===== config.mk =====
export PLATFORM = sky130hd
export DESIGN_NAME = antialiased_pixel_blend
export DESIGN_NICKNAME = d
export VERILOG_FILES = /design/src/rtl/core/aab_pkg.sv /design/src/rtl/core/aab_ctrl.sv /design/src/rtl/core/aab_datapath.sv /design/src/rtl/core/antialiased_pixel_blend.sv
export SDC_FILE = /design/constraint.sdc
export NUM_CORES = 2
export LEC_CHECK = 0
export CORE_ASPECT_RATIO = 0.5
export CORE_MARGIN = 2
export CORE_UTILIZATION = 55
export DETAILED_ROUTE_END_ITERATION = 10
export DONT_BUFFER_PORTS = 1
export GPL_TIMING_DRIVEN = 0
export MAX_ROUTING_LAYER = met4
export PLACE_DENSITY = 0.73
export SYNTH_ARGS = -nofsm -noshare
export SYNTH_HDL_FRONTEND = slang
export SYNTH_HIERARCHICAL = 1
export SYNTH_SLANG_ARGS = --single-unit

===== constraint.sdc =====
create_clock -name clk_i -period 8.55 [get_ports clk_i]
set_clock_uncertainty 0.05 [all_clocks]
set_input_delay 0.855 -clock clk_i [delete_from_list [all_inputs] [get_ports clk_i]]
set_output_delay 0.855 -clock clk_i [all_outputs]
set_load 0.01 [all_outputs]

===== src/rtl/core/aab_pkg.sv =====
// Shared types, codes and helpers for the antialiased pixel blend
`timescale 1ns / 1ps
package aab_pkg;

  localparam int unsigned ChanW  = 8;
  localparam int unsigned SumW   = 11;
  localparam int unsigned CountW = 4;
  localparam int unsigned NumChan = 3;
  localparam int unsigned QShift = 8;
  localparam int unsigned BrightW = 9;
  localparam int unsigned ProdW  = ChanW + BrightW;
  localparam int unsigned StepW  = 3;
  localparam int unsigned RemW   = 3;

  localparam logic [CountW-1:0]  CountMax   = 4'd8;
  localparam logic [BrightW-1:0] BrightFull = 9'd256;
  localparam logic [StepW-1:0]   StepLast   = 3'd7;

  // neighbour direction codes
  localparam logic [2:0] DirE  = 3'd0;
  localparam logic [2:0] DirSE = 3'd1;
  localparam logic [2:0] DirS  = 3'd2;
  localparam logic [2:0] DirSW = 3'd3;
  localparam logic [2:0] DirW  = 3'd4;
  localparam logic [2:0] DirNW = 3'd5;
  localparam logic [2:0] DirN  = 3'd6;
  localparam logic [2:0] DirNE = 3'd7;

  // pixel format field positions
  localparam int unsigned RShiftLsb = 0;
  localparam int unsigned RSizeLsb  = 5;
  localparam int unsigned GShiftLsb = 9;
  localparam int unsigned GSizeLsb  = 14;
  localparam int unsigned BShiftLsb = 18;
  localparam int unsigned BSizeLsb  = 23;
  localparam int unsigned ShiftW    = 5;
  localparam int unsigned SizeW     = 4;

  localparam logic [26:0] PixelFormatRst  = 27'd67244304;
  localparam logic [12:0] ScreenWidthRst  = 13'd640;
  localparam logic [12:0] ScreenHeightRst = 13'd480;
  localparam logic [31:0] BackgroundRst   = 32'd0;

  typedef enum logic [1:0] {
    CfgPixelFormat,
    CfgScreenWidth,
    CfgScreenHeight,
    CfgBackground
  } cfg_reg_e;

  typedef enum logic [1:0] {
    StIdle,
    StDiv,
    StMul,
    StFin
  } state_e;

  typedef struct packed {
    logic acc;
    logic close;
    logic div_step;
    logic mul;
    logic fin;
  } cmd_t;

  typedef struct packed {
    logic close_item;
    logic div_last;
  } status_t;

  function automatic logic [ChanW-1:0] chan_get(input logic [31:0] colour,
                                                input logic [ShiftW-1:0] sh,
                                                input logic [SizeW-1:0] sz);
    logic [31:0]      shifted;
    logic [ChanW-1:0] res;
    shifted = colour >> sh;
    for (int i = 0; i < ChanW; i++) begin
      res[i] = shifted[i] & (SizeW'(i) < sz);
    end
    return res;
  endfunction

endpackage


===== src/rtl/core/aab_ctrl.sv =====
// Controller state machine for the antialiased pixel blend
`timescale 1ns / 1ps
module aab_ctrl (
  input  logic            clk_i,
  input  logic            rst_ni,
  input  logic            start_i,
  input  aab_pkg::status_t status_i,
  output aab_pkg::cmd_t   cmd_o,
  output logic            busy_o
);

  aab_pkg::state_e state_q, state_d;

  always_ff @(posedge clk_i or negedge rst_ni) begin
    if (!rst_ni) begin
      state_q <= aab_pkg::StIdle;
    end else begin
      state_q <= state_d;
    end
  end

  always_comb begin
    state_d = state_q;
    unique case (state_q)
      aab_pkg::StIdle: begin
        if (start_i && status_i.close_item) begin
          state_d = aab_pkg::StDiv;
        end
      end
      aab_pkg::StDiv: begin
        if (status_i.div_last) begin
          state_d = aab_pkg::StMul;
        end
      end
      aab_pkg::StMul: state_d = aab_pkg::StFin;
      aab_pkg::StFin: state_d = aab_pkg::StIdle;
      default:        state_d = aab_pkg::StIdle;
    endcase
  end

  always_comb begin
    cmd_o  = '0;
    busy_o = 1'b1;
    unique case (state_q)
      aab_pkg::StIdle: begin
        busy_o       = 1'b0;
        cmd_o.acc    = start_i;
        cmd_o.close  = start_i & status_i.close_item;
      end
      aab_pkg::StDiv: cmd_o.div_step = 1'b1;
      aab_pkg::StMul: cmd_o.mul = 1'b1;
      aab_pkg::StFin: cmd_o.fin = 1'b1;
      default:        busy_o = 1'b1;
    endcase
  end

endmodule


===== src/rtl/core/aab_datapath.sv =====
// Datapath: neighbour sums, per-channel divider lanes, blend and packing
`timescale 1ns / 1ps
module aab_datapath #(
  parameter int unsigned CoordBits = 12
) (
  input  logic                 clk_i,
  input  logic                 rst_ni,
  input  aab_pkg::cmd_t        cmd_i,
  output aab_pkg::status_t     status_o,
  input  logic [26:0]          pixel_format_i,
  input  logic [12:0]          screen_width_i,
  input  logic [12:0]          screen_height_i,
  input  logic [31:0]          background_color_i,
  input  logic [CoordBits-1:0] pos_x_i,
  input  logic [CoordBits-1:0] pos_y_i,
  input  logic [31:0]          fore_color_i,
  input  logic [8:0]           brightness_i,
  input  logic [2:0]           direction_i,
  input  logic                 neighbor_enabled_i,
  input  logic [31:0]          neighbor_value_i,
  output logic [CoordBits-1:0] out_x_o,
  output logic [CoordBits-1:0] out_y_o,
  output logic [31:0]          blended_color_o,
  output logic                 done_o
);

  localparam int unsigned ExtW = (CoordBits + 1 > 13) ? CoordBits + 1 : 13;
  localparam int unsigned NC   = aab_pkg::NumChan;
  localparam int unsigned CW   = aab_pkg::ChanW;

  logic [aab_pkg::ShiftW-1:0] sh [NC];
  logic [aab_pkg::SizeW-1:0]  sz [NC];

  assign sh[0] = pixel_format_i[aab_pkg::RShiftLsb +: aab_pkg::ShiftW];
  assign sh[1] = pixel_format_i[aab_pkg::GShiftLsb +: aab_pkg::ShiftW];
  assign sh[2] = pixel_format_i[aab_pkg::BShiftLsb +: aab_pkg::ShiftW];
  assign sz[0] = pixel_format_i[aab_pkg::RSizeLsb +: aab_pkg::SizeW];
  assign sz[1] = pixel_format_i[aab_pkg::GSizeLsb +: aab_pkg::SizeW];
  assign sz[2] = pixel_format_i[aab_pkg::BSizeLsb +: aab_pkg::SizeW];

  // neighbour bounds
  logic east, south, west, north, in_bounds, hit;

  assign east  = (ExtW'(pos_x_i) + ExtW'(1)) < ExtW'(screen_width_i);
  assign south = (ExtW'(pos_y_i) + ExtW'(1)) < ExtW'(screen_height_i);
  assign west  = pos_x_i != '0;
  assign north = pos_y_i != '0;

  always_comb begin
    unique case (direction_i)
      aab_pkg::DirE:  in_bounds = east;
      aab_pkg::DirSE: in_bounds = east & south;
      aab_pkg::DirS:  in_bounds = south;
      aab_pkg::DirSW: in_bounds = west & south;
      aab_pkg::DirW:  in_bounds = west;
      aab_pkg::DirNW: in_bounds = west & north;
      aab_pkg::DirN:  in_bounds = north;
      aab_pkg::DirNE: in_bounds = east & north;
      default:        in_bounds = 1'b0;
    endcase
  end

  logic [aab_pkg::CountW-1:0] cnt_q, cnt_d, cnt_new;
  logic [aab_pkg::SumW-1:0]   sum_q [NC];
  logic [aab_pkg::SumW-1:0]   sum_d [NC];
  logic [aab_pkg::SumW-1:0]   sum_new [NC];

  assign hit = neighbor_enabled_i & in_bounds & (neighbor_value_i != fore_color_i)
             & (cnt_q < aab_pkg::CountMax);
  assign cnt_new = hit ? cnt_q + 4'd1 : cnt_q;

  always_comb begin
    for (int c = 0; c < NC; c++) begin
      sum_new[c] = sum_q[c]
                 + (hit ? aab_pkg::SumW'(aab_pkg::chan_get(neighbor_value_i, sh[c], sz[c]))
                        : '0);
      sum_d[c] = sum_q[c];
      if (cmd_i.acc) begin
        sum_d[c] = cmd_i.close ? '0 : sum_new[c];
      end
    end
    cnt_d = cnt_q;
    if (cmd_i.acc) begin
      cnt_d = cmd_i.close ? '0 : cnt_new;
    end
  end

  always_ff @(posedge clk_i or negedge rst_ni) begin
    if (!rst_ni) begin
      cnt_q <= '0;
      for (int c = 0; c < NC; c++) begin
        sum_q[c] <= '0;
      end
    end else begin
      cnt_q <= cnt_d;
      for (int c = 0; c < NC; c++) begin
        sum_q[c] <= sum_d[c];
      end
    end
  end

  // closing operands and divider lanes
  logic [CoordBits-1:0]        x_q, y_q;
  logic [31:0]                 fg_q;
  logic [aab_pkg::BrightW-1:0] b_q;
  logic [aab_pkg::CountW-1:0]  divisor_q;
  logic [aab_pkg::StepW-1:0]   step_q;
  logic [aab_pkg::RemW-1:0]    rem_q [NC];
  logic [CW-1:0]               dvd_q [NC];
  logic [aab_pkg::CountW-1:0]  trial [NC];
  logic                        ge [NC];

  always_comb begin
    for (int c = 0; c < NC; c++) begin
      trial[c] = {rem_q[c], dvd_q[c][CW-1]};
      ge[c]    = trial[c] >= divisor_q;
    end
  end

  always_ff @(posedge clk_i or negedge rst_ni) begin
    if (!rst_ni) begin
      step_q <= '0;
    end else if (cmd_i.close) begin
      step_q <= '0;
    end else if (cmd_i.div_step) begin
      step_q <= step_q + 3'd1;
    end
  end

  always_ff @(posedge clk_i) begin
    if (cmd_i.close) begin
      x_q       <= pos_x_i;
      y_q       <= pos_y_i;
      fg_q      <= fore_color_i;
      b_q       <= (brightness_i > aab_pkg::BrightFull) ? aab_pkg::BrightFull
                                                        : brightness_i;
      divisor_q <= cnt_new;
      for (int c = 0; c < NC; c++) begin
        rem_q[c] <= sum_new[c][aab_pkg::SumW-1:CW];
        dvd_q[c] <= sum_new[c][CW-1:0];
      end
    end else if (cmd_i.div_step) begin
      for (int c = 0; c < NC; c++) begin
        rem_q[c] <= ge[c] ? aab_pkg::RemW'(trial[c] - divisor_q)
                          : trial[c][aab_pkg::RemW-1:0];
        dvd_q[c] <= {dvd_q[c][CW-2:0], ge[c]};
      end
    end
  end

  assign status_o.close_item = direction_i == aab_pkg::DirNE;
  assign status_o.div_last   = step_q == aab_pkg::StepLast;

  // blend
  logic [CW-1:0]              avg [NC];
  logic [CW-1:0]              fgc [NC];
  logic [CW-1:0]              avg_q [NC];
  logic                       gt_q [NC];
  logic [aab_pkg::ProdW-1:0]  prod_q [NC];
  logic [aab_pkg::ProdW-1:0]  rnd [NC];
  logic [CW-1:0]              res [NC];
  logic [31:0]                packed_color;

  always_comb begin
    for (int c = 0; c < NC; c++) begin
      avg[c] = (divisor_q == '0) ? aab_pkg::chan_get(background_color_i, sh[c], sz[c])
                                 : dvd_q[c];
      fgc[c] = aab_pkg::chan_get(fg_q, sh[c], sz[c]);
    end
  end

  always_ff @(posedge clk_i) begin
    if (cmd_i.mul) begin
      for (int c = 0; c < NC; c++) begin
        avg_q[c]  <= avg[c];
        gt_q[c]   <= fgc[c] > avg[c];
        prod_q[c] <= (fgc[c] > avg[c])
                   ? aab_pkg::ProdW'(fgc[c] - avg[c]) * aab_pkg::ProdW'(b_q)
                   : aab_pkg::ProdW'(avg[c] - fgc[c]) * aab_pkg::ProdW'(b_q);
      end
    end
  end

  always_comb begin
    packed_color = '0;
    for (int c = 0; c < NC; c++) begin
      rnd[c] = prod_q[c] + aab_pkg::ProdW'((1 << aab_pkg::QShift) - 1);
      res[c] = gt_q[c] ? avg_q[c] + prod_q[c][aab_pkg::QShift +: CW]
                       : avg_q[c] - rnd[c][aab_pkg::QShift +: CW];
      packed_color = packed_color | (32'(res[c]) << sh[c]);
    end
  end

  logic done_q;

  always_ff @(posedge clk_i or negedge rst_ni) begin
    if (!rst_ni) begin
      done_q <= 1'b0;
    end else begin
      done_q <= cmd_i.fin;
    end
  end

  always_ff @(posedge clk_i) begin
    if (cmd_i.fin) begin
      blended_color_o <= packed_color;
      out_x_o         <= x_q;
      out_y_o         <= y_q;
    end
  end

  assign done_o = done_q;

endmodule


===== src/rtl/core/antialiased_pixel_blend.sv =====
// Top level of the antialiased pixel blend: configuration registers and core
`timescale 1ns / 1ps
// An item is taken whenever start is high and busy is low. Items whose
// direction is not NE are taken without raising busy, so they may follow
// back to back. The NE item closes the blend: busy then stays high while
// three parallel restoring divider lanes form one average bit per cycle,
// then through the blend multiply and then through the add and pack. The
// result is on out_x_o, out_y_o and blended_color_o for exactly one cycle
// with done_o, as busy falls, and must be taken then. Configuration writes
// are always ready and take effect from the next cycle.
module antialiased_pixel_blend #(
  parameter int unsigned CoordBits = 12
) (
  input  logic                 clk_i,
  input  logic                 rst_ni,
  input  logic                 start,
  output logic                 busy,
  input  logic [CoordBits-1:0] pos_x_i,
  input  logic [CoordBits-1:0] pos_y_i,
  input  logic [31:0]          fore_color_i,
  input  logic [8:0]           brightness_i,
  input  logic [2:0]           direction_i,
  input  logic                 neighbor_enabled_i,
  input  logic [31:0]          neighbor_value_i,
  output logic [CoordBits-1:0] out_x_o,
  output logic [CoordBits-1:0] out_y_o,
  output logic [31:0]          blended_color_o,
  output logic                 done_o,
  input  logic                 cfg_valid_i,
  output logic                 cfg_ready_o,
  input  logic [1:0]           cfg_index_i,
  input  logic [31:0]          cfg_data_i
);

  logic [26:0] pixel_format_q;
  logic [12:0] screen_width_q;
  logic [12:0] screen_height_q;
  logic [31:0] background_color_q;

  assign cfg_ready_o = 1'b1;

  always_ff @(posedge clk_i or negedge rst_ni) begin
    if (!rst_ni) begin
      pixel_format_q     <= aab_pkg::PixelFormatRst;
      screen_width_q     <= aab_pkg::ScreenWidthRst;
      screen_height_q    <= aab_pkg::ScreenHeightRst;
      background_color_q <= aab_pkg::BackgroundRst;
    end else if (cfg_valid_i && cfg_ready_o) begin
      unique case (aab_pkg::cfg_reg_e'(cfg_index_i))
        aab_pkg::CfgPixelFormat:  pixel_format_q     <= cfg_data_i[26:0];
        aab_pkg::CfgScreenWidth:  screen_width_q     <= cfg_data_i[12:0];
        aab_pkg::CfgScreenHeight: screen_height_q    <= cfg_data_i[12:0];
        aab_pkg::CfgBackground:   background_color_q <= cfg_data_i;
        default:                  background_color_q <= background_color_q;
      endcase
    end
  end

  aab_pkg::cmd_t    cmd;
  aab_pkg::status_t status;

  aab_ctrl u_ctrl (
    .clk_i    (clk_i),
    .rst_ni   (rst_ni),
    .start_i  (start),
    .status_i (status),
    .cmd_o    (cmd),
    .busy_o   (busy)
  );

  aab_datapath #(
    .CoordBits (CoordBits)
  ) u_datapath (
    .clk_i              (clk_i),
    .rst_ni             (rst_ni),
    .cmd_i              (cmd),
    .status_o           (status),
    .pixel_format_i     (pixel_format_q),
    .screen_width_i     (screen_width_q),
    .screen_height_i    (screen_height_q),
    .background_color_i (background_color_q),
    .pos_x_i            (pos_x_i),
    .pos_y_i            (pos_y_i),
    .fore_color_i       (fore_color_i),
    .brightness_i       (brightness_i),
    .direction_i        (direction_i),
    .neighbor_enabled_i (neighbor_enabled_i),
    .neighbor_value_i   (neighbor_value_i),
    .out_x_o            (out_x_o),
    .out_y_o            (out_y_o),
    .blended_color_o    (blended_color_o),
    .done_o             (done_o)
  );

endmodule


==> run summary, run 1 <==
Yosys mapped a number of flops with a built-in enable equal to 233. For this run, the number of Yosys warnings is 6. Summing the areas of all and, or, nand and nor instances in the mapped netlist gives 13.9% of the synthesized area. Summing the areas of all compound-gate instances in the mapped netlist gives 12.0% of the synthesized area. Total global routing overflow: 522. For this configuration, the core starts out at a cell density of 55.8%.

The floorplan step set the die height to 211 µm. The chip width was 417 µm. Counting distinct cell types in the post-synthesis netlist gives 94. The run gives 35 as the number of buffers added by the clock tree synthesis step. Counting flops with an async set or reset pin after synthesis yields a share of 35.5%.

Routability-driven placement finished with a final weighted congestion of 1.15. Measured against the total synthesized area, the mux share comes to 16.7%. The last reported worst endpoint of the global-route repair pass is u_datapath/prod_q[0][49]$_DFFE_PP_/D.

The first error in the log reads "[ERROR GRT-0232] Routing congestion too high. Check the congestion heatmap in the GUI". After synthesis the cells add up to 0.0469 mm². For the number of standard-cell rows in the floorplan, the log shows 75. Counting flops and latches in the post-synthesis netlist gives 361. In the synthesized netlist the dominant register cell turns out to be sky130_fd_sc_hd__edfxtp_1.

After synthesis, the largest family of logic cells by area is adder cells. The logs give 2 for the H-tree level count and 3 for the buffer levels on the longest clock path. The run gives 163000 µm as the HPWL after detailed placement. The initial antenna violation count is 42, and the clock sink total is 361. Of the total synthesized cell area, the portion taken by XOR and XNOR cells is 4.70%. After the last repair the worst path ends at a sequential cell input. Dividing the synthesized area by the synthesized cell count gives 9.50 µm². Global routing consumed, over all layers together, 72.0% of the routing resources.

Count of port buffers added during placement: 0. The root buffer cell chosen for the clock tree is sky130_fd_sc_hd__clkbuf_16. The stage at which the flow ended is 5_1_grt. The share of the Yosys chip area taken by registers is 21.8%. Counting every net in the synthesized netlist gives 5775. The adder-cell share of the synthesized area was 23.6%; the number of instances in the synthesized netlist was 4940.

Entering global routing, the biggest net connects 118 pins. The run gives 198 as the top-level port count. The run stopped with a tool error.
[cells in the mapped netlist (56+ instances only)]
cell / n / area (µm²)
sky130_fd_sc_hd__a211oi_1: 71 / 533
sky130_fd_sc_hd__a21oi_1: 260 / 1300
sky130_fd_sc_hd__and2_1: 217 / 1360
sky130_fd_sc_hd__clkbuf_1: 223 / 837
sky130_fd_sc_hd__dfrtp_1: 117 / 2930
sky130_fd_sc_hd__edfxtp_1: 233 / 7000
sky130_fd_sc_hd__fa_1: 315 / 6310
sky130_fd_sc_hd__ha_1: 381 / 4770
sky130_fd_sc_hd__inv_1: 545 / 2050
sky130_fd_sc_hd__mux2_2: 155 / 1750
sky130_fd_sc_hd__mux2i_1: 178 / 1780
sky130_fd_sc_hd__mux4_2: 186 / 4190
sky130_fd_sc_hd__nand2_1: 498 / 1870
sky130_fd_sc_hd__nand2b_1: 56 / 350
sky130_fd_sc_hd__nand3_1: 58 / 290
sky130_fd_sc_hd__nor2_1: 244 / 916
sky130_fd_sc_hd__nor2b_1: 91 / 569
sky130_fd_sc_hd__nor3_1: 59 / 295
sky130_fd_sc_hd__o21ai_0: 188 / 941
sky130_fd_sc_hd__xnor2_1: 155 / 1360
sky130_fd_sc_hd__xor2_1: 93 / 815
[layer usage]
metal / overflow / GRT usage [%]
met1: 82 / 79.3
met2: 250 / 83.5
met3: 81 / 58.3
met4: 109 / 51.7
met5: - / -
[through the flow]
stage,setup TNS (ns),instance area [µm²],worst slack [ns],cells,util [%]
after floorplan,-0.0354,46900,-0.0354,4940,-
after global placement,-60.33,48300,-3.10,6056,57.4
after detailed placement,-60.20,48500,-3.01,6061,57.6
after CTS,-0.0689,53100,-0.0689,6247,63.0
[kinds of logic after synthesis]
kind of cell | after synthesis
buffers and inverters | 883
DFF | 361
other | 1
muxes | 525
xor gates and xnor gates | 250
adders and majority gates | 696
AOI/OAI and AO/OA | 869
and+or+nand+nor | 1355
[what timing repair did]
item | 4_1_cts
resized for setup | 660
cloned | 7
setup buffers | 137
hold endpoints to repair | 117
endpoints found under the setup margin | 35
pin swaps | 133
hold buffers | 1
==> run 2: changes to the inputs <==
- CORE_ASPECT_RATIO: 0.5 -> not set
- CORE_UTILIZATION: 55 -> 40
- MAX_ROUTING_LAYER: met4 -> not set
- PLACE_DENSITY: 0.73 -> not set
- PLACE_DENSITY_LB_ADDON: not set -> 0.15
- clock period: 8.55 -> 11.1 ns (I/O delays scaled with it)
==> run summary, run 2 <==
The routed wire length on met2 is 86000 µm. The run gives 45 (+29%) as the number of buffers added by the clock tree synthesis step. Library cell used as clock root buffer: sky130_fd_sc_hd__clkbuf_16. The flip-flop cell with the highest count after synthesis was sky130_fd_sc_hd__edfxtp_1. The per-cell via count in the routed design is 6.16.

The number of placed instances with taps included was 6468 (+6.7%); the total global routing overflow was 0. The logs give 3 (unchanged) for the buffer levels on the longest clock path and 34.0% for the global-route total usage across every layer. The logs give 0 for the number of failing hold endpoints at the final stage and 129 for the pin count of the biggest net entering global routing. Ranked by instance count, the synthesized netlist is headed by 545 x sky130_fd_sc_hd__inv_1, 498 x sky130_fd_sc_hd__nand2_1, 381 x sky130_fd_sc_hd__ha_1, 315 x sky130_fd_sc_hd__fa_1, 260 x sky130_fd_sc_hd__a21oi_1. The highest metal layer used by the detailed router was met4. The largest individual stage delay along the critical path comes from the cell sky130_fd_sc_hd__fa_1. In the routed design, unresolved DRC markers number 0.

The most frequent cell after synthesis is sky130_fd_sc_hd__inv_1. The ratio of cells with drive above 1 in the final layout works out to 11.4%. First-pass iteration count of the detailed router: 8. After synthesis, the cell types taking the most area are sky130_fd_sc_hd__edfxtp_1 15%, sky130_fd_sc_hd__fa_1 13%, sky130_fd_sc_hd__ha_1 10%.

The logs give 125 (+67%) for the number of standard-cell rows in the floorplan and 1.06 (-7.7%) for the placer congestion estimate. Number of setup violations in the final report: 0. For the initial antenna violation count, the log shows 18. The y dimension of the die is 347 µm (+65%). The number of global-route vias before repair is 40600, and the buffers plus inverters on the worst setup path is 9.

The layout-stage area growth over the synthesis result came out at 7.99%. Of the available clock period, the critical path in the final layout requires 96.8%. The register bit total from synthesis was 361 (unchanged); the proportion of register bits with asynchronous set or reset after synthesis was 35.5% (unchanged). Detailed routing placed a total of 23200 µm of wire on met3.

Wires add up to 206000 µm. Delay of the slowest critical-path stage: 0.55 ns. The worst setup path is captured at a flip-flop.

The top cell types in the final layout, fill and taps aside, are 544 x sky130_fd_sc_hd__inv_1, 497 x sky130_fd_sc_hd__nand2_1, 379 x sky130_fd_sc_hd__ha_1. The register with the most flip-flops in the layout has 48 of them. Clock-pin slew was measured on the worst setup and hold paths at 0.06 ns. TritonCTS built the clock tree. The worst pin sits at a relative slew slack of 0.920%. For the pin with the worst max-slew slack, the measured transition is 1.47 ns. In the final layout, the registers with the most flip-flops are u_datapath/prod_q x48, u_datapath/sum_q x33.

For the HPWL after detailed placement, the log shows 164000 µm (+0.39%). STA classifies the critical path startpoint as a flip-flop. The detail route stage leaves a number of antenna-violating nets equal to 0. In the final routing, the length of wire on met1 measures 88100 µm.

Count of hold-fix buffers inserted at cts: 0 (-1). Counting stages on the worst path, the most repeated cell is sky130_fd_sc_hd__o21ai_0. The count of port buffers added during placement was 0 (unchanged). The top-level port count came out at 198 (unchanged). The tools report the initial core utilization as 40.4% (-15 points). The net count after synthesis was 5775 (unchanged). The logs give 94 (unchanged) for the count of unique library cells instantiated by Yosys and 0 for the final-report max-slew violation count. Once layout is done, the placed cells without fillers occupy 0.0507 mm². The number of flops mapped to enable cells by yosys is 233 (unchanged). The library cell used most frequently in the layout, excluding fill and tap cells, is sky130_fd_sc_hd__inv_1. The instance area after placement is 0.0490 mm² (+1.0%), and the average wire per standard cell is 31.5 µm.

The logs give 361 (unchanged) for the clock sink total and 5822 for the net total in the final layout. The setup path with the least slack is of type reg -> reg. The area of the core region was 0.116 mm². Register containing the most flip-flops in the final layout: u_datapath/prod_q.

The chip width was 347 µm (-17%); the proportion of netlist area held by the largest area contributor was 14.9% (unchanged). The cell type with the highest aggregate area in the netlist is sky130_fd_sc_hd__edfxtp_1. Setup repair after global routing left no endpoint under its margin. The run finished, with violations left. Static timing analysis puts the maximum clock frequency at 93.1 MHz. Worst slack after detailed placement: -0.961 ns (+2.05 ns). Largest driver fanout on the critical path: 10. The tightest min-delay check is of the in -> async type. The count of cells in the finished layout, fillers not included, comes to 6556. The final reports fail on capacitance limit.

The critical path required time is 11.44 ns. The number of instances in the synthesized netlist is 4940 (unchanged), and the max capacitance violation total is 1. The die area is 0.120 mm², and the mean instance size in the synthesized netlist is 9.50 µm² (unchanged).

The register area share after synthesis is 21.8% (unchanged), and the starting DRC count in detailed routing is 4773. The time the worst path needs with I/O delays and setup came out at 10.74 ns. The clock reaches the later pin of the worst-skew pair after 0.65 ns. The run gives 0.0469 mm² (unchanged) as the synthesized cell area. The first global-routing pass estimated 294000 µm of wire.

The run gives 11.09 ns as the data arrival at the endpoint of the critical path. Detailed routing inserted a total of 40400 vias. Worst setup slack after layout: 0.355 ns. Among cell families on the critical path, the largest total delay comes from compound AO/OA/AOI/OAI gates.

The tools report the H-tree level count as 2 (unchanged). The Yosys warning count is 6 (unchanged). Final hold analysis gives a worst-case slack of 0.135 ns.
==> run 2: metrics by stage <==
stage / utilization, % / setup TNS, ns
2_1_floorplan: - / 0
5_1_grt: 43.6 / 0
3_5_place_dp: 42.1 / -3.98
6_report: 43.6 / 0
4_1_cts: 43.4 / 0
3_3_place_gp: 42.0 / -4.51
==> run 2: path summary, 6_finish.rpt <==
path	from	end	slack, ns	cells past startpoint
max reg2reg	pixel_format_q[10]	u_datapath/prod_q[0][32]	0.36	40
max in group asynchronous	rst_ni	pixel_format_q[26]	10.60	0
min	rst_ni	screen_height_q[11]	0.14	0
max	pixel_format_q[10]	u_datapath/prod_q[0][32]	0.36	40
min in group clk_i	u_datapath/y_q[2]	u_datapath/out_y_o[2]	0.36	0
min reg2reg	u_datapath/y_q[2]	u_datapath/out_y_o[2]	0.36	0
==> run 2: layout make-up <==
cell class / instances / area (µm²)
Antenna cell: 8 / 20.0
Buffer: 324 / 1420
Clock buffer: 60 / 1220
Clock inverter: 24 / 225
Fill cell: 11500 / 65500
Inverter: 552 / 2080
Multi-Input combinational cell: 3696 / 33500
Sequential cell: 361 / 10200
Tap cell: 1524 / 1910
Timing Repair Buffer: 7 / 113
==> run 2: cells by family after synthesis <==
family	after synthesis	share of synthesized area, %
xor gates and xnor gates	250	4.70
and+or+nand+nor	1355	13.9
AOI/OAI and AO/OA	869	12.0
DFF	361	21.8
other	1	0.00799
buffers and inverters	883	7.33
muxes	525	16.7
adders and majority gates	696	23.6
==> run 2: metal layers <==
layer,vias to the layer above,global-route usage (%)
met5,-,0
met4,0,12.4
met3,434,10.6
met2,2272,49.7
met1,20400,47.1
li1,17200,-
==> run 2: timing repair <==
action | 4_1_cts | 5_1_grt
resized for setup | 21 | 58
endpoints found under the setup margin | 9 | 14
setup buffers | 0 | 3
pin swaps | 0 | 1
Power of run 2 is left out: the tool's default activity adds up to more than one toggle a clock period on the data nets, which glitch-free logic cannot reach.
